<file path="config.mk">
export PLATFORM = sky130hd
export DESIGN_NAME = go_back_n_sender
export DESIGN_NICKNAME = d
export VERILOG_FILES = /design/src/hdl/gbn_pkg.sv /design/src/hdl/go_back_n_sender.sv /design/src/hdl/gbn_ctrl.sv /design/src/hdl/gbn_datapath.sv
export SDC_FILE = /design/constraint.sdc
export NUM_CORES = 1
export LEC_CHECK = 0
export ABC_AREA = 1
export ABC_CLOCK_PERIOD_IN_PS = 9300
export BUFFER_PORTS_ARGS = -buffer_cell sky130_fd_sc_hd__buf_2
export CORE_AREA = 2 2 213 215
export CTS_BUF_LIST = sky130_fd_sc_hd__clkbuf_2
export DETAILED_ROUTE_END_ITERATION = 8
export DIE_AREA = 0 0 215 217
export GPL_TIMING_DRIVEN = 0
export PLACE_DENSITY = 0.55
export REMOVE_ABC_BUFFERS = 1
export SYNTH_ARGS = -nofsm -noshare
export SYNTH_HDL_FRONTEND = slang
export SYNTH_SLANG_ARGS = --single-unit
</file>
<file path="constraint.sdc">
create_clock -name clk -period 9.3 [get_ports clk]
set_clock_uncertainty 0.1 [all_clocks]
set_input_delay 0.465 -clock clk [delete_from_list [all_inputs] [get_ports clk]]
set_output_delay 0.465 -clock clk [all_outputs]
set_load 0.02 [all_outputs]
</file>
<file path="src/hdl/gbn_pkg.sv">
package gbn_pkg;

    // Default sizing
    localparam int DEF_WINDOW       = 4;
    localparam int DEF_SEQ_SPACE    = 8;
    localparam int DEF_PAYLOAD_BITS = 64;

    // Input transaction kinds
    localparam logic [1:0] KIND_SEND    = 2'd0;
    localparam logic [1:0] KIND_ACK     = 2'd1;
    localparam logic [1:0] KIND_TIMEOUT = 2'd2;

    // Result codes
    typedef enum logic [2:0] {
        RES_SENT         = 3'd0,
        RES_RETX         = 3'd1,
        RES_FULL         = 3'd2,
        RES_ACK_TAKEN    = 3'd3,
        RES_ACK_CORRUPT  = 3'd4,
        RES_ACK_RANGE    = 3'd5,
        RES_TIMEOUT_IDLE = 3'd6
    } res_kind_t;

    // Retransmission timer commands
    typedef enum logic [1:0] {
        TMR_NONE    = 2'd0,
        TMR_START   = 2'd1,
        TMR_STOP    = 2'd2,
        TMR_RESTART = 2'd3
    } timer_cmd_t;

    typedef struct packed {
        logic [1:0]  kind;
        logic [63:0] payload;
        logic [2:0]  ack_num;
        logic        ack_ok;
    } item_t;

    typedef struct packed {
        res_kind_t   result_kind;
        logic [2:0]  seq_num;
        logic [63:0] data_out;
        timer_cmd_t  timer_cmd;
        logic [2:0]  in_flight;
        logic        last;
    } result_t;

    // Controller state
    typedef enum logic {
        ST_IDLE,
        ST_RETX
    } state_t;

    // Controller to datapath
    typedef struct packed {
        logic load;
        logic retx;
    } ctrl_t;

    // Datapath to controller
    typedef struct packed {
        logic go_retx;
        logic retx_last;
    } stat_t;

endpackage

</file>
<file path="src/hdl/go_back_n_sender.sv">
// Channel   Handshake                     Payload
// -------   ---------------------------   ----------------------
// command   start & !busy, accepted       item   (gbn_pkg::item_t)
// result    result_valid, one-cycle pulse result (gbn_pkg::result_t)
//
// Send and ack transactions: result registered in the cycle after acceptance,
// busy stays low, so one transaction per cycle.
// Timeout with packets outstanding: one retransmit result per cycle for each
// packet (1..window), paced by the single read port of the payload ring;
// busy is high during the burst; results pass the read and result registers.
// Reset (rst_n low, async) empties the window; the ring needs no clearing.
// The receiver cannot stall: every result_valid pulse is a delivered result.
module go_back_n_sender #(
    parameter int WINDOW       = gbn_pkg::DEF_WINDOW,
    parameter int SEQ_SPACE    = gbn_pkg::DEF_SEQ_SPACE,
    parameter int PAYLOAD_BITS = gbn_pkg::DEF_PAYLOAD_BITS
) (
    input  logic             clk,
    input  logic             rst_n,
    input  logic             start,
    output logic             busy,
    input  gbn_pkg::item_t   item,
    output logic             result_valid,
    output gbn_pkg::result_t result
);
    import gbn_pkg::*;

    ctrl_t ctrl;
    stat_t stat;

    // Sequencer
    gbn_ctrl u_ctrl (
        .clk   (clk),
        .rst_n (rst_n),
        .start (start),
        .stat  (stat),
        .ctrl  (ctrl),
        .busy  (busy)
    );

    // Window state, payload ring and result register
    gbn_datapath #(
        .WINDOW       (WINDOW),
        .SEQ_SPACE    (SEQ_SPACE),
        .PAYLOAD_BITS (PAYLOAD_BITS)
    ) u_datapath (
        .clk          (clk),
        .rst_n        (rst_n),
        .item         (item),
        .ctrl         (ctrl),
        .stat         (stat),
        .result_valid (result_valid),
        .result       (result)
    );

endmodule

</file>
<file path="src/hdl/gbn_ctrl.sv">
module gbn_ctrl (
    input  logic           clk,
    input  logic           rst_n,
    input  logic           start,
    input  gbn_pkg::stat_t stat,
    output gbn_pkg::ctrl_t ctrl,
    output logic           busy
);
    import gbn_pkg::*;

    state_t state_reg;
    state_t state_next;

    // State register
    always_ff @(posedge clk or negedge rst_n)
    begin
        if (!rst_n)
        begin
            state_reg <= ST_IDLE;
        end
        else
        begin
            state_reg <= state_next;
        end
    end

    // Next state
    always_comb
    begin
        state_next = state_reg;
        case (state_reg)
            ST_IDLE:
            begin
                if (start && stat.go_retx)
                begin
                    state_next = ST_RETX;
                end
            end
            ST_RETX:
            begin
                if (stat.retx_last)
                begin
                    state_next = ST_IDLE;
                end
            end
            default:
            begin
                state_next = ST_IDLE;
            end
        endcase
    end

    // Outputs
    always_comb
    begin
        ctrl.load = 1'b0;
        ctrl.retx = 1'b0;
        busy      = 1'b0;
        case (state_reg)
            ST_IDLE:
            begin
                ctrl.load = start;
            end
            ST_RETX:
            begin
                ctrl.retx = 1'b1;
                busy      = 1'b1;
            end
            default:
            begin
                busy = 1'b1;
            end
        endcase
    end

endmodule

</file>
<file path="src/hdl/gbn_datapath.sv">
module gbn_datapath #(
    parameter int WINDOW       = gbn_pkg::DEF_WINDOW,
    parameter int SEQ_SPACE    = gbn_pkg::DEF_SEQ_SPACE,
    parameter int PAYLOAD_BITS = gbn_pkg::DEF_PAYLOAD_BITS
) (
    input  logic             clk,
    input  logic             rst_n,
    input  gbn_pkg::item_t   item,
    input  gbn_pkg::ctrl_t   ctrl,
    output gbn_pkg::stat_t   stat,
    output logic             result_valid,
    output gbn_pkg::result_t result
);
    import gbn_pkg::*;

    // Usable window keeps full and empty distinct
    localparam int EFF_WIN = (WINDOW < SEQ_SPACE) ? WINDOW : (SEQ_SPACE - 1);
    localparam int SEQ_W   = $clog2(SEQ_SPACE);
    localparam int PTR_W   = (WINDOW > 1) ? $clog2(WINDOW) : 1;
    localparam int CNT_W   = $clog2(EFF_WIN + 1);
    localparam int PW1     = PTR_W + 1;
    localparam int SW1     = SEQ_W + 1;
    localparam int NW      = SEQ_W + 2;

    logic [SEQ_W-1:0]        base_reg, base_next;
    logic [PTR_W-1:0]        head_reg, head_next;
    logic [CNT_W-1:0]        count_reg, count_next;
    logic [SEQ_W-1:0]        ret_seq_reg, ret_seq_next;
    logic [PTR_W-1:0]        ret_ptr_reg, ret_ptr_next;
    logic [CNT_W-1:0]        ret_cnt_reg, ret_cnt_next;
    result_t                 result_reg, result_next;
    logic                    result_valid_reg, result_valid_next;

    logic [PAYLOAD_BITS-1:0] mem [WINDOW];
    logic [PAYLOAD_BITS-1:0] rd_data_reg;
    logic [PAYLOAD_BITS-1:0] pay_data;
    logic [PTR_W-1:0]        rd_addr;
    logic [PTR_W-1:0]        wr_ptr;
    logic                    mem_we;

    logic [PW1-1:0]          wr_sum;
    logic [SW1-1:0]          seq_sum;
    logic [SEQ_W-1:0]        next_seq;
    logic [NW-1:0]           ack_sum;
    logic [NW-1:0]           ack_plus1;
    logic [NW-1:0]           rel_n;
    logic [SEQ_W-1:0]        ack_base;
    logic [PW1-1:0]          head_sum;
    logic [PTR_W-1:0]        ack_head;
    logic [CNT_W-1:0]        ack_count;
    logic                    ack_bad_num;
    logic                    ack_beyond;

    assign pay_data = item.payload[PAYLOAD_BITS-1:0];

    // Store slot and sequence number of the next new packet
    assign wr_sum   = PW1'(head_reg) + PW1'(count_reg);
    assign wr_ptr   = (wr_sum >= PW1'(WINDOW)) ? PTR_W'(wr_sum - PW1'(WINDOW))
                                               : PTR_W'(wr_sum);
    assign seq_sum  = SW1'(base_reg) + SW1'(count_reg);
    assign next_seq = (seq_sum >= SW1'(SEQ_SPACE)) ? SEQ_W'(seq_sum - SW1'(SEQ_SPACE))
                                                   : SEQ_W'(seq_sum);

    // Cumulative ack: entries released and the new base
    assign ack_bad_num = 32'(item.ack_num) >= 32'(SEQ_SPACE);
    assign ack_plus1   = NW'(item.ack_num) + NW'(1);
    assign ack_base    = (ack_plus1 == NW'(SEQ_SPACE)) ? '0 : SEQ_W'(ack_plus1);
    assign ack_sum     = NW'(ack_base) + NW'(SEQ_SPACE) - NW'(base_reg);
    assign rel_n       = (ack_sum >= NW'(SEQ_SPACE)) ? (ack_sum - NW'(SEQ_SPACE)) : ack_sum;
    assign ack_beyond  = 32'(rel_n) > 32'(count_reg);
    assign head_sum    = PW1'(head_reg) + PW1'(rel_n);
    assign ack_head    = (head_sum >= PW1'(WINDOW)) ? PTR_W'(head_sum - PW1'(WINDOW))
                                                    : PTR_W'(head_sum);
    assign ack_count   = count_reg - CNT_W'(rel_n);

    // Status to controller
    assign stat.go_retx   = (item.kind == KIND_TIMEOUT) && (count_reg != '0);
    assign stat.retx_last = (ret_cnt_reg + CNT_W'(1)) == count_reg;

    assign rd_addr = ctrl.retx ? ret_ptr_reg : head_reg;

    // Transaction processing
    always_comb
    begin
        base_next         = base_reg;
        head_next         = head_reg;
        count_next        = count_reg;
        ret_seq_next      = ret_seq_reg;
        ret_ptr_next      = ret_ptr_reg;
        ret_cnt_next      = ret_cnt_reg;
        result_next       = result_reg;
        result_valid_next = 1'b0;
        mem_we            = 1'b0;

        if (ctrl.load)
        begin
            result_next.seq_num   = '0;
            result_next.data_out  = '0;
            result_next.timer_cmd = TMR_NONE;
            result_next.in_flight = 3'(count_reg);
            result_next.last      = 1'b1;
            case (item.kind)
                KIND_SEND:
                begin
                    result_valid_next = 1'b1;
                    if (32'(count_reg) >= EFF_WIN)
                    begin
                        result_next.result_kind = RES_FULL;
                    end
                    else
                    begin
                        mem_we                  = 1'b1;
                        count_next              = count_reg + CNT_W'(1);
                        result_next.result_kind = RES_SENT;
                        result_next.seq_num     = 3'(next_seq);
                        result_next.data_out    = 64'(pay_data);
                        result_next.timer_cmd   = (count_reg == '0) ? TMR_START : TMR_NONE;
                        result_next.in_flight   = 3'(count_next);
                    end
                end
                KIND_ACK:
                begin
                    result_valid_next = 1'b1;
                    if (!item.ack_ok)
                    begin
                        result_next.result_kind = RES_ACK_CORRUPT;
                    end
                    else if (ack_bad_num || ack_beyond)
                    begin
                        result_next.result_kind = RES_ACK_RANGE;
                    end
                    else
                    begin
                        base_next               = ack_base;
                        head_next               = ack_head;
                        count_next              = ack_count;
                        result_next.result_kind = RES_ACK_TAKEN;
                        result_next.timer_cmd   = (ack_count == '0) ? TMR_STOP : TMR_RESTART;
                        result_next.in_flight   = 3'(ack_count);
                    end
                end
                KIND_TIMEOUT:
                begin
                    if (count_reg == '0)
                    begin
                        result_valid_next       = 1'b1;
                        result_next.result_kind = RES_TIMEOUT_IDLE;
                        result_next.timer_cmd   = TMR_STOP;
                    end
                    else
                    begin
                        // oldest slot is being read this cycle
                        ret_seq_next = base_reg;
                        ret_cnt_next = '0;
                        ret_ptr_next = (head_reg == PTR_W'(WINDOW - 1)) ? '0
                                                                        : head_reg + PTR_W'(1);
                    end
                end
                default:
                begin
                    result_valid_next = 1'b0;
                end
            endcase
        end
        else if (ctrl.retx)
        begin
            // one outstanding packet per cycle, oldest first
            result_valid_next       = 1'b1;
            result_next.result_kind = RES_RETX;
            result_next.seq_num     = 3'(ret_seq_reg);
            result_next.data_out    = 64'(rd_data_reg);
            result_next.timer_cmd   = (ret_cnt_reg == '0) ? TMR_RESTART : TMR_NONE;
            result_next.in_flight   = 3'(count_reg);
            result_next.last        = stat.retx_last;
            ret_cnt_next            = ret_cnt_reg + CNT_W'(1);
            ret_seq_next = (ret_seq_reg == SEQ_W'(SEQ_SPACE - 1)) ? '0
                                                                  : ret_seq_reg + SEQ_W'(1);
            ret_ptr_next = (ret_ptr_reg == PTR_W'(WINDOW - 1)) ? '0
                                                               : ret_ptr_reg + PTR_W'(1);
        end
    end

    // Control registers
    always_ff @(posedge clk or negedge rst_n)
    begin
        if (!rst_n)
        begin
            base_reg         <= '0;
            head_reg         <= '0;
            count_reg        <= '0;
            ret_cnt_reg      <= '0;
            result_valid_reg <= 1'b0;
        end
        else
        begin
            base_reg         <= base_next;
            head_reg         <= head_next;
            count_reg        <= count_next;
            ret_cnt_reg      <= ret_cnt_next;
            result_valid_reg <= result_valid_next;
        end
    end

    // Payload registers
    always_ff @(posedge clk)
    begin
        ret_seq_reg <= ret_seq_next;
        ret_ptr_reg <= ret_ptr_next;
        result_reg  <= result_next;
    end

    // Unacked payload ring
    always_ff @(posedge clk)
    begin
        if (mem_we)
        begin
            mem[wr_ptr] <= pay_data;
        end
        rd_data_reg <= mem[rd_addr];
    end

    assign result       = result_reg;
    assign result_valid = result_valid_reg;

    // Outstanding count never exceeds the usable window
    a_count_bound: assert property (@(posedge clk) disable iff (!rst_n)
        32'(count_reg) <= EFF_WIN)
        else $error("outstanding count above window");

    // Retransmission leaves the window untouched
    a_retx_stable: assert property (@(posedge clk) disable iff (!rst_n)
        ctrl.retx |=> ($stable(count_reg) && $stable(base_reg) && $stable(head_reg)))
        else $error("window moved during retransmission");

    // A result that is not the last one is followed by another retransmit step
    a_burst_cont: assert property (@(posedge clk) disable iff (!rst_n)
        (result_valid_reg && !result_reg.last) |-> ctrl.retx)
        else $error("retransmit burst cut short");

    // Retransmit results report the current outstanding count
    a_retx_flight: assert property (@(posedge clk) disable iff (!rst_n)
        (result_valid_reg && (result_reg.result_kind == RES_RETX))
            |-> (result_reg.in_flight == 3'(count_reg)))
        else $error("retransmit in_flight mismatch");

endmodule

</file>
==> results.txt, run 1 <==
----------------------------------------------------
[Outcome]
  Status ... complete, no violations

[STA]
  Max Slew Vio Count ... 0
  Total setup violations reported at the end of the flow ... 0
  Final critical-path required period ... between 4 and 5 ns
  Final period util ... 45.5%
  Setup repair after global routing missed its margin ... no
  Maximum achievable frequency ... 236 MHz
  Slew margin rel. ... 50.1%
  Slew at the pin closest to its max-slew limit ... approximately 0.75 ns
  Final number of hold-violating endpoints ... 0

[CTS]
  Latest clock arrival within the worst-skew pair ... ~1.1 ns
  TritonCTS clock tree ... yes
  Clock root buffer ... clkbuf_2
  Clock sink total ... 414
  Clock slew at the register clock pins of the worst setup and hold paths ... 0.09 ns
  Maximum level of the CTS H-tree ... 3
  Total clock buffers created by CTS ... 107
  Maximum buffer depth of the clock tree ... 3
  Setup bufs post-CTS ... 0

[Final layout]
  Largest register FFs ... 256
  Share of cells above drive strength 1 ... 24.6%
  Post-layout util ... 44.8%
  Area of the multi-input gates ... 3290 µm²
  Synth-to-layout area growth ... 30.1%
  Number of filler instances in the final layout ... 4154
  Layout Nets ... roughly 1600
  Storage element area ... 11700 µm²

[Placement]
  Number of port buffers ... 150
  Weighted congestion at the end of routability-driven global placement ... 0.857
  Detailed-placement wirelength estimate ... 21200 µm

[Yosys]
  Number of standard cells after synthesis ... 1065
  Post-synthesis xor/xnor area fraction ... 0.626%
  Register bit total from synthesis ... 414
  Synth Area in Simple Gates ... 7.19%
  Dominant combinational cell family by area after synthesis ... compound AO/OA/AOI/OAI gates
  Compound-gate portion of the synthesized area ... 10.8%
  Post-synthesis cell area ... 15400 µm²
  Mux contribution to synthesized area ... 0.0650%
  Ys Warns ... 0
  Synthesized area per cell ... 14.5 µm²
  Distinct cells, synth ... 35
  Part of the Yosys area used for sequential elements ... between 70% and 80%
  Share of synthesized cell area in full adder, half adder and majority cells ... 2.34%

[Route]
  DR vias/cell ... ~4.7
  DR vias ... 10207
  Post-detailed-route wirelength per cell ... 16.5 µm
  Detailed Route WL ... roughly 36000 µm
  Starting DRT DRC Count ... 590
  Drt pass-1 iters ... 5
  Number of design rule violations left after detail routing ... 0
  Number of nets with antenna violations after routing ... 0

[Power]
  Leakage ... roughly 7.8 nW
  Overall power of the completed layout ... approximately 6.1 mW
  Worst IR drop on VDD ... slightly above 0.2 mV
  Power density cells ... 305 nW/µm²

[Global route]
  Initial antenna violation count ... 2
  Pin count of the biggest net entering global routing ... 79
  GRT Resource Usage Total ... 15.5%
  Total congestion overflow after global routing ... 0
  First-pass GRT wire length ... 56600 µm
  Via count of the first global-routing pass ... 10592

[Critical path]
  CP delay by family, top ... simple AND/OR/NAND/NOR gates
  Startpoint-to-endpoint class of the critical path ... reg -> reg
  Highest-delay cell along the critical path ... dfrtp_4
  Startpoint type of the worst setup path ... flop
  Type of element capturing the critical path ... flop
  Top cell by count, worst path ... buf_6
  Maximum fanout count along the critical path ... 28
  Required @ worst endpoint ... 9.96 ns
  Critical path data arrival time ... 4.89 ns
  Crit path buffers/inverters ... 7
  Worst path max stage delay ... 0.68 ns
  Cell Chain, Critical Path ... nor2_2 > inv_2 > nor2_4 > buf_12 > inv_2 > nor3_2 > buf_6 > buf_6 > buf_6 > buf_6

[Die]
  CORE AREA ... 44700 µm²
  Rows ... 78
  IO Pins ... 151
  Die W ... 215 µm
  Die footprint ... 46700 µm²
  Die Ht ... 217 µm
  Initial Utilization ... 34.4%

[Run]
  Max-capacitance violation count ... 0

[Hold path]
  Class of the worst hold path ... in -> reg

----------------------------------------------------
## timing repair
item	4_1_cts	5_1_grt
hold buffers	170	0
gates resized for setup	0	0
endpoints found under the hold margin	387	0
## cell usage after synthesis
cell type,count,area (µm²)
o21ai_0,19,95.1
a32oi_1,64,561
nor2_2,1,6.26
dfxtp_1,65,1300
nand3b_1,2,15.0
o31ai_1,2,15.0
a21oi_1,73,365
ha_1,24,300
and2_1,1,6.26
nand3_1,10,50.1
clkbuf_1,11,41.3
a22o_1,64,561
buf_4,3,22.5
nand4_1,2,12.5
dfrtp_1,13,325
o22ai_1,3,18.8
buf_1,4,15.0
o32ai_1,1,8.76
or2_2,1,6.26
inv_2,4,15.0
nand2_1,240,901
nor2_1,19,71.3
inv_1,34,128
mux2i_1,1,10.0
xnor2_1,4,35.0
xor2_1,7,61.3
fa_1,3,60.1
a31oi_1,2,12.5
o21ai_2,1,8.76
a32o_1,1,10.0
edfxtp_1,336,10100
o2111ai_1,1,8.76
buf_2,43,215
nor3_1,5,25.0
nand4_2,1,12.5
## power breakdown
group | switching (mW) | internal [mW] | total (mW)
sequential | 0.170 | 2.51 | 2.68
clock | 0.749 | 0.476 | 1.23
combinational | 1.35 | 0.838 | 2.19
total | 2.27 | 3.83 | 6.10
## layer usage
layer / part of all wire [%] / track usage (%) / vias up
met5: 0.036 / 0 / -
met4: 2.5 / 6.67 / 2
met3: 5.5 / 3.83 / 73
met2: 46 / 24.6 / 290
met1: 46 / 20.3 / 4961
li1: - / - / 4881
## worst paths after layout
kind | startpoint | endpoint | slack (ns) | cells past startpoint
max in group asynchronous | rst_n | u_ctrl.state_reg$_DFF_PN0_ | 8.23 | 3
hold / removal | item[63] | u_datapath.result[65]$_DFFE_PP_ | 0.14 | 3
setup reg to reg | u_ctrl.state_reg$_DFF_PN0_ | u_datapath.mem[0][28]$_DFFE_PP_ | 5.07 | 10
min in group asynchronous | rst_n | u_datapath.count_reg[2]$_DFFE_PN0P_ | 0.35 | 3
hold reg to reg | u_datapath.rd_data_reg[27]$_DFF_P_ | u_datapath.result[33]$_DFFE_PP_ | 0.38 | 1
setup / recovery | u_ctrl.state_reg$_DFF_PN0_ | u_datapath.mem[0][28]$_DFFE_PP_ | 5.07 | 10
## tightest hold or removal path: cells and delay by family
| kind | cells | cell delay [ns] |
|---|---|---|
| AO/OA/AOI/OAI | 1 | 0.11 |
| buffers and inverters | 2 | 0.63 |
## final cells by class
class	instances	share of cell area (%)
sequential	414	58.5
tap	600	3.75
timing repair buffer	366	15.6
inverter	38	0.725
antenna	1	0.0125
clock buffer	165	4.13
multi-input combinational	552	16.4
clock inverter	37	0.800
## layout by cell type, fill, tap and decap left out, types with 5 or more instances in the layout
| cell type | synthesis | final |
|---|---|---|
| edfxtp_1 | 336 | 336 |
| nand2_1 | 240 | 239 |
| dlygate4sd3_1 | 0 | 170 |
| clkbuf_2 | 0 | 165 |
| buf_2 | 43 | 150 |
| a21oi_1 | 73 | 73 |
| dfxtp_1 | 65 | 65 |
| a22o_1 | 64 | 64 |
| a32oi_1 | 64 | 64 |
| inv_1 | 34 | 34 |
| clkinv_1 | 0 | 27 |
| buf_6 | 0 | 25 |
| ha_1 | 24 | 24 |
| o21ai_0 | 19 | 19 |
| nor2_1 | 19 | 18 |
| dfrtp_1 | 13 | 12 |
| nand3_1 | 10 | 10 |
| buf_12 | 0 | 8 |
| xor2_1 | 7 | 7 |
| inv_2 | 4 | 5 |
| buf_16 | 0 | 5 |
## kinds of logic (layout without fill, tap and decap cells)
family	after synthesis	after routing
xor+xnor	11	11
other cells	0	1
simple gates	282	282
compound gates	231	231
flops	414	414
buf+inv	99	606
fa+ha+maj	27	27
mux	1	1
## metrics by stage
| stage | hold slack, ns | instances | instance area [µm²] | worst slack [ns] | setup TNS [ns] |
|---|---|---|---|---|---|
| after floorplan | 0.0694 | 1004 | 15100 | 0.101 | 0 |
| after global placement | 0.279 | 1754 | 16600 | -8.89 | -2469.36 |
| after detailed placement | 0.278 | 1800 | 17300 | 4.99 | 0 |
| after CTS | 0.000224 | 2172 | 20000 | 4.95 | 0 |
| after global routing | 0.0387 | 2173 | 20000 | 4.77 | 0 |
| final | 0.141 | 2173 | 20000 | 5.07 | 0 |
Power figures use the tool's default switching activity.
==> run 2: changes to the inputs <==
ABC_CLOCK_PERIOD_IN_PS = 4050   (was 9300)
clock period = 4.05 ns   (was 9.3 ns; I/O delays follow)
==> results.txt, run 2 (synthesized netlist as in run 1, its figures left out) <==
----------------------------------------------------
[Critical path]
  Worst path max stage delay ... 0.58 ns (-0.10 ns)
  Critical path data arrival time ... 4.71 ns (-0.18 ns)
  Highest-delay cell along the critical path ... dlygate4sd3_1
  Cell Chain, Critical Path ... dlygate4sd3_1 > buf_2 > dlygate4sd3_1 > ha_1 > xor2_1 > ha_1 > nand2_1 > nand2_1 > a31oi_1 > inv_1 > ha_1 > nand2_1 > nor2_1 > nand2_1 > nand2_2 > nand4_4 > nor2_1 > dlygate4sd3_1 > a21oi_1 > dlygate4sd3_1
  Startpoint-to-endpoint class of the critical path ... in -> reg
  Required @ worst endpoint ... 4.90 ns (-5.06 ns)
  Type of element capturing the critical path ... flop
  Maximum fanout count along the critical path ... 10 (-64%)
  Startpoint type of the worst setup path ... primary input

[Global route]
  Via count of the first global-routing pass ... 10549 (-0.41%)
  Total congestion overflow after global routing ... 0 (unchanged)
  Initial antenna violation count ... 3 (+1)
  GRT Resource Usage Total ... 15.6% (+0.11 points)
  Pin count of the biggest net entering global routing ... 79 (unchanged)
  First-pass GRT wire length ... 56600 µm (+0.11%)

[Placement]
  Placed inst area ... 17300 µm² (unchanged)
  Detailed-placement wirelength estimate ... 21200 µm (unchanged)
  Number of port buffers ... 150 (unchanged)
  Weighted congestion at the end of routability-driven global placement ... 0.857 (unchanged)

[Run]
  Max-capacitance violation count ... 0 (unchanged)

[STA]
  Final period util ... 95.3%
  Total setup violations reported at the end of the flow ... 0 (unchanged)
  Maximum achievable frequency ... 259 MHz
  Slew at the pin closest to its max-slew limit ... 0.704 ns (-0.0411 ns)
  Slew margin rel. ... 52.1% (+2.0 points)
  Sum of negative setup slack ... 0 ns (unchanged)
  Hold_ws ... 0.205 ns (+0.0643 ns)
  Max Slew Vio Count ... 0 (unchanged)
  Setup repair after global routing missed its margin ... no
  Final number of hold-violating endpoints ... 0 (unchanged)
  Final critical-path required period ... 3.86 ns

[Die]
  Initial Utilization ... 34.4% (unchanged)
  Die footprint ... 46700 µm² (unchanged)
  IO Pins ... 151 (unchanged)
  CORE AREA ... 44700 µm² (unchanged)
  Die Ht ... 217 µm (unchanged)
  Die W ... 215 µm (unchanged)
  Rows ... 78 (unchanged)

[Final layout]
  Synth-to-layout area growth ... 29.2%
  Post-layout util ... 44.5% (-0.30 points)
  Largest register FFs ... 256 (unchanged)
  Most used cells in the layout excluding fill and tap cells ... edfxtp_1 (336), nand2_1 (238), clkbuf_2 (165)
  Layout Nets ... 1563 (-1.0%)
  Most common cell after layout, fill and taps aside ... edfxtp_1
  Share of cells above drive strength 1 ... 25.0% (+0.38 points)
  Number of filler instances in the final layout ... 4171 (+0.41%)
  Final design area excluding fillers ... 19900 µm² (-0.66%)

[CTS]
  Total clock buffers created by CTS ... 107 (unchanged)
  TritonCTS clock tree ... yes
  Clock root buffer ... clkbuf_2
  Clock slew at the register clock pins of the worst setup and hold paths ... 0.11 ns (+0.02 ns)
  Clock sink total ... 414 (unchanged)
  Latest clock arrival within the worst-skew pair ... 1.08 ns (about the same)
  Maximum level of the CTS H-tree ... 3 (unchanged)
  Maximum buffer depth of the clock tree ... 3 (unchanged)

[Power]
  Int Power ... 8.79 mW (+130%)
  P_sw ... 5.24 mW (+130%)
  Overall power of the completed layout ... 14.0 mW (+130%)
  Switching fraction of total power ... 37.4% (+0.15 points)
  Leakage ... 7.70 nW (-0.78%)
  Part of the total power dissipated in combinational logic ... 36.0% (about the same)
  Part of the total power dissipated in sequential elements ... 44.0% (about the same)
  Worst IR drop on VDD ... 0.476 mV (+130%)
  Power density cells ... 705 nW/µm² (+130%)
  Clk network pwr share ... 20.1% (about the same)

[Route]
  Starting DRT DRC Count ... 579 (-1.9%)
  Detailed Route WL ... 35900 µm (+0.14%)
  Drt pass-1 iters ... 5 (unchanged)
  DR vias/cell ... 4.70 (about the same)
  Number of design rule violations left after detail routing ... 0 (unchanged)
  DR vias ... 10143 (-0.63%)
  Post-detailed-route wirelength per cell ... 16.6 µm (+0.83%)
  Number of nets with antenna violations after routing ... 0 (unchanged)

[Hold path]
  Class of the worst hold path ... in -> reg

[Outcome]
  Status ... complete, no violations

----------------------------------------------------
-- run 2: changes by cell type in the layout (fill, tap and decap cells not counted) --
cell	delta
nand2_2	+1
nand4_2	-1
nor3_4	+2
nand2_1	-1
dlygate4sd3_1	-17
nor3_2	-2
nor2_4	+1
diode_2	+1
nand4_4	+1
-- run 2: cell type report --
class                   instances  area (µm²)  area share, %
diodes                          2        5.00         0.0252
clock buffers                 165         826           4.15
clock inverters                37         160          0.805
inverters                      38         145          0.730
multi-input cells             553        3330           16.7
flip-flops and latches        414       11700           58.9
well taps                     600         751           3.78
repair buffers                349        2950           14.8
-- run 2: timing repair --
item | CTS | global route
buffers inserted | 0 | 0
gates resized for setup | 1 | 4
endpoints found under the hold margin | 395 | 0
hold buffers | 153 | 0
pin swaps | 1 | 0
endpoints found under the setup margin | 56 | 7
cloned | 1 | 0
-- run 2: layer usage --
metal,GRT usage (%),part of all wire (%)
met5,0,0.036
met4,6.53,2.3
met3,4.07,5.4
met2,25.0,47
met1,20.2,46
-- run 2: final timing paths --
kind                                                         start                                  end  slack [ns]  depth (start not counted)
worst max-delay path                                       item[1]   u_datapath.base_reg[1]$_DFFE_PN0P_        0.19                         20
worst min-delay path                                      item[69]    u_datapath.result_valid$_DFF_PN0_        0.21                          7
worst max register to register  u_datapath.base_reg[0]$_DFFE_PN0P_   u_datapath.base_reg[1]$_DFFE_PN0P_        0.31                         15
worst min register to register  u_datapath.rd_data_reg[27]$_DFF_P_      u_datapath.result[33]$_DFFE_PP_        0.38                          1
max in group asynchronous                                    rst_n           u_ctrl.state_reg$_DFF_PN0_        2.69                          4
min in group asynchronous                                    rst_n  u_datapath.count_reg[2]$_DFFE_PN0P_        0.65                          4
-- run 2: metrics by stage --
step	setup WS, ns	cells
2_1_floorplan	-5.15	1004
3_3_place_gp	-14.14	1754
3_5_place_dp	-0.263	1800
4_1_cts	0.0692	2156
5_1_grt	0.0134	2158
6_report	0.190	2158
-- run 2: critical path: cells and delay by family --
family / cells / cell delay (ns)
compound gates: 2 / 0.25
simple gates: 8 / 0.80
xor+xnor: 1 / 0.16
fa+ha+maj: 3 / 0.88
buf+inv: 6 / 2.42
-- run 2: power groups by stage --
stage | combinational, mW | clock [mW] | sequential (mW)
5_1_grt | 5.61 | 3.14 | 6.26
3_5_place_dp | 4.94 | 0 | 6.27
2_1_floorplan | 2.51 | 0 | 6.73
6_report | 5.05 | 2.81 | 6.17
3_3_place_gp | 4.14 | 0 | 6.42
4_1_cts | 5.09 | 2.95 | 6.18
==> run 3: changes to the inputs <==
ABC_CLOCK_PERIOD_IN_PS = 4040   (was 4050)
clock period = 4.04 ns   (was 4.05 ns; I/O delays follow)
==> results.txt, run 3 (synthesized netlist as in run 1, its figures left out) <==
----------------------------------------------------
[Outcome]
  Status ... complete, no violations

[Global route]
  Met1 Resource Use GR ... 20.2% (about the same)
  Grt met3 use ... 4.07% (unchanged)
  GRT Resource Usage Total ... 15.6% (about the same)
  Initial antenna violation count ... 3 (unchanged)
  GR Layer Usage met2 ... 25.0% (about the same)
  Pin count of the biggest net entering global routing ... 79 (unchanged)
  Via count of the first global-routing pass ... 10552 (+0.028%)
  Highest-utilization routing layer at the global route stage ... met2
  First-pass GRT wire length ... 56600 µm (about the same)
  Total congestion overflow after global routing ... 0 (unchanged)

[Final layout]
  Most common cell after layout, fill and taps aside ... edfxtp_1
  Share of cells above drive strength 1 ... 25.0% (unchanged)
  Synth-to-layout area growth ... 29.2% (unchanged)
  Largest register FFs ... 256 (unchanged)
  Most used cells in the layout excluding fill and tap cells ... edfxtp_1 (336), nand2_1 (238), clkbuf_2 (165)
  Final design area excluding fillers ... 19900 µm² (unchanged)
  Layout Nets ... 1563 (unchanged)
  Number of cells in the finished layout apart from fillers ... 2158 (unchanged)

[Die]
  Die footprint ... 46700 µm² (unchanged)
  IO Pins ... 151 (unchanged)
  Die W ... 215 µm (unchanged)
  Rows ... 78 (unchanged)
  Initial Utilization ... 34.4% (unchanged)
  CORE AREA ... 44700 µm² (unchanged)
  Die Ht ... 217 µm (unchanged)

[Power]
  Overall power of the completed layout ... 14.1 mW (+0.25%)
  Part of the total power dissipated in combinational logic ... 36.0% (about the same)
  Int Power ... 8.81 mW (+0.24%)
  Power density cells ... 707 nW/µm² (+0.25%)
  P_sw ... 5.25 mW (+0.27%)
  Worst IR drop on VDD ... 0.477 mV (+0.29%)
  Switching fraction of total power ... 37.4% (about the same)
  Part of the total power dissipated in sequential elements ... 44.0% (about the same)
  Leakage ... 7.70 nW (unchanged)
  Clk network pwr share ... 20.1% (about the same)

[STA]
  Maximum achievable frequency ... 259 MHz
  Final number of hold-violating endpoints ... 0 (unchanged)
  Sum of negative setup slack ... 0 ns (unchanged)
  Setup repair after global routing missed its margin ... no
  Final period util ... a little over nine tenths
  Slew at the pin closest to its max-slew limit ... 0.704 ns (+0.000431 ns)
  Post-route setup slack ... 0.183 ns (-0.00659 ns)
  Max Slew Vio Count ... 0 (unchanged)
  Total setup violations reported at the end of the flow ... 0 (unchanged)
  Slew margin rel. ... 52.0% (about the same)
  Final critical-path required period ... 3.86 ns

[CTS]
  Latest clock arrival within the worst-skew pair ... 1.08 ns (about the same)
  Total clock buffers created by CTS ... 107 (unchanged)
  Maximum buffer depth of the clock tree ... 3 (unchanged)
  Clock root buffer ... clkbuf_2
  Clock slew at the register clock pins of the worst setup and hold paths ... 0.11 ns (about the same)
  Clock sink total ... 414 (unchanged)
  TritonCTS clock tree ... yes
  Maximum level of the CTS H-tree ... 3 (unchanged)

[Placement]
  Number of placed instances, taps included ... 1800 (unchanged)
  Worst setup timing slack at the placement stage ... -0.273 ns (-0.0100 ns)
  Weighted congestion at the end of routability-driven global placement ... 0.857 (unchanged)
  Placed inst area ... 17300 µm² (unchanged)
  Number of port buffers ... 150 (unchanged)
  Detailed-placement wirelength estimate ... 21200 µm (unchanged)

[Route]
  Number of nets with antenna violations after routing ... 0 (unchanged)
  DR vias/cell ... 4.71 (+0.12%)
  Starting DRT DRC Count ... 552 (-4.7%)
  Number of design rule violations left after detail routing ... 0 (unchanged)
  Drt pass-1 iters ... 5 (unchanged)
  Detailed Route WL ... 35900 µm (about the same)
  DR vias ... 10155 (+0.12%)
  Post-detailed-route wirelength per cell ... 16.6 µm (about the same)

[Critical path]
  Required @ worst endpoint ... 4.89 ns (about the same)
  Startpoint type of the worst setup path ... primary input
  Type of element capturing the critical path ... flop
  CP delay by family, top ... buffers and inverters
  Maximum fanout count along the critical path ... 10 (unchanged)
  Startpoint-to-endpoint class of the critical path ... in -> reg
  Worst path max stage delay ... 0.58 ns (about the same)
  Crit path buffers/inverters ... 6 (unchanged)
  Critical path data arrival time ... 4.71 ns (about the same)
  Highest-delay cell along the critical path ... dlygate4sd3_1
  Cell Chain, Critical Path ... dlygate4sd3_1 > buf_2 > dlygate4sd3_1 > ha_1 > xor2_1 > ha_1 > nand2_1 > nand2_1 > a31oi_1 > inv_1 > ha_1 > nand2_1 > nor2_1 > nand2_1 > nand2_2 > nand4_4 > nor2_1 > dlygate4sd3_1 > a21oi_1 > dlygate4sd3_1

[Hold path]
  Class of the worst hold path ... in -> reg

[Run]
  Max-capacitance violation count ... 0 (unchanged)

----------------------------------------------------
run 3: cell counts in the layout (fill, tap and decap cells not counted):
No cell type changed its count.
run 3: area by class of cell:
class | count | area (µm²)
fill | 4171 | 24800
multi-input combinational | 553 | 3330
inverter | 38 | 145
sequential | 414 | 11700
clock inverter | 37 | 160
tap | 600 | 751
timing repair buffer | 349 | 2950
clock buffer | 165 | 826
antenna | 2 | 5.00
run 3: worst paths after layout:
path / end / cells after the start / from / slack [ns]
worst max-delay path: u_datapath.base_reg[1]$_DFFE_PN0P_ / 20 / item[1] / 0.18
worst min-delay path: u_datapath.result_valid$_DFF_PN0_ / 7 / item[69] / 0.20
worst max register to register: u_datapath.base_reg[1]$_DFFE_PN0P_ / 15 / u_datapath.base_reg[0]$_DFFE_PN0P_ / 0.31
worst min register to register: u_datapath.result[33]$_DFFE_PP_ / 1 / u_datapath.rd_data_reg[27]$_DFF_P_ / 0.38
max in group asynchronous: u_ctrl.state_reg$_DFF_PN0_ / 4 / rst_n / 2.69
min in group asynchronous: u_datapath.count_reg[2]$_DFFE_PN0P_ / 4 / rst_n / 0.64
run 3: worst reg2reg max path, delay by kind of cell, from the launching register on:
family | cells | cell delay [ns]
flops | 1 | 0.42
xor+xnor | 1 | 0.18
compound gates | 1 | 0.04
fa+ha+maj | 3 | 0.96
simple gates | 6 | 0.70
buf+inv | 4 | 1.21
run 3: timing repair:
| item | 4_1_cts | 5_1_grt |
|---|---|---|
| hold buffers | 153 | 0 |
| hold endpoints to repair | 395 | 0 |
| pin swaps | 1 | 0 |
| gates cloned | 1 | 0 |
| setup buffers | 0 | 0 |
| gates resized for setup | 1 | 4 |
| endpoints found under the setup margin | 57 | 8 |
run 3: routing by layer:
metal / vias to the layer above / part of all wire [%]
met4: 2 / 2.3
li1: 4864 / -
met5: - / 0.036
met3: 69 / 5.3
met2: 283 / 46
met1: 4937 / 46
run 3: power by group through the flow:
stage / registers (mW) / clock network [mW] / logic [mW]
floorplan: 6.74 / 0 / 2.51
global placement: 6.44 / 0 / 4.15
detailed placement: 6.28 / 0 / 4.95
CTS: 6.19 / 2.96 / 5.11
global route: 6.28 / 3.15 / 5.62
finish: 6.18 / 2.82 / 5.06
run 3: metrics by stage:
stage | util, % | hold WS (ns)
6_report | 44.5 | 0.198
5_1_grt | 44.5 | 0.164
4_1_cts | 44.4 | 0.0398
3_5_place_dp | 38.8 | 0.0151
3_3_place_gp | 37.1 | 0.0159
2_1_floorplan | - | -0.194
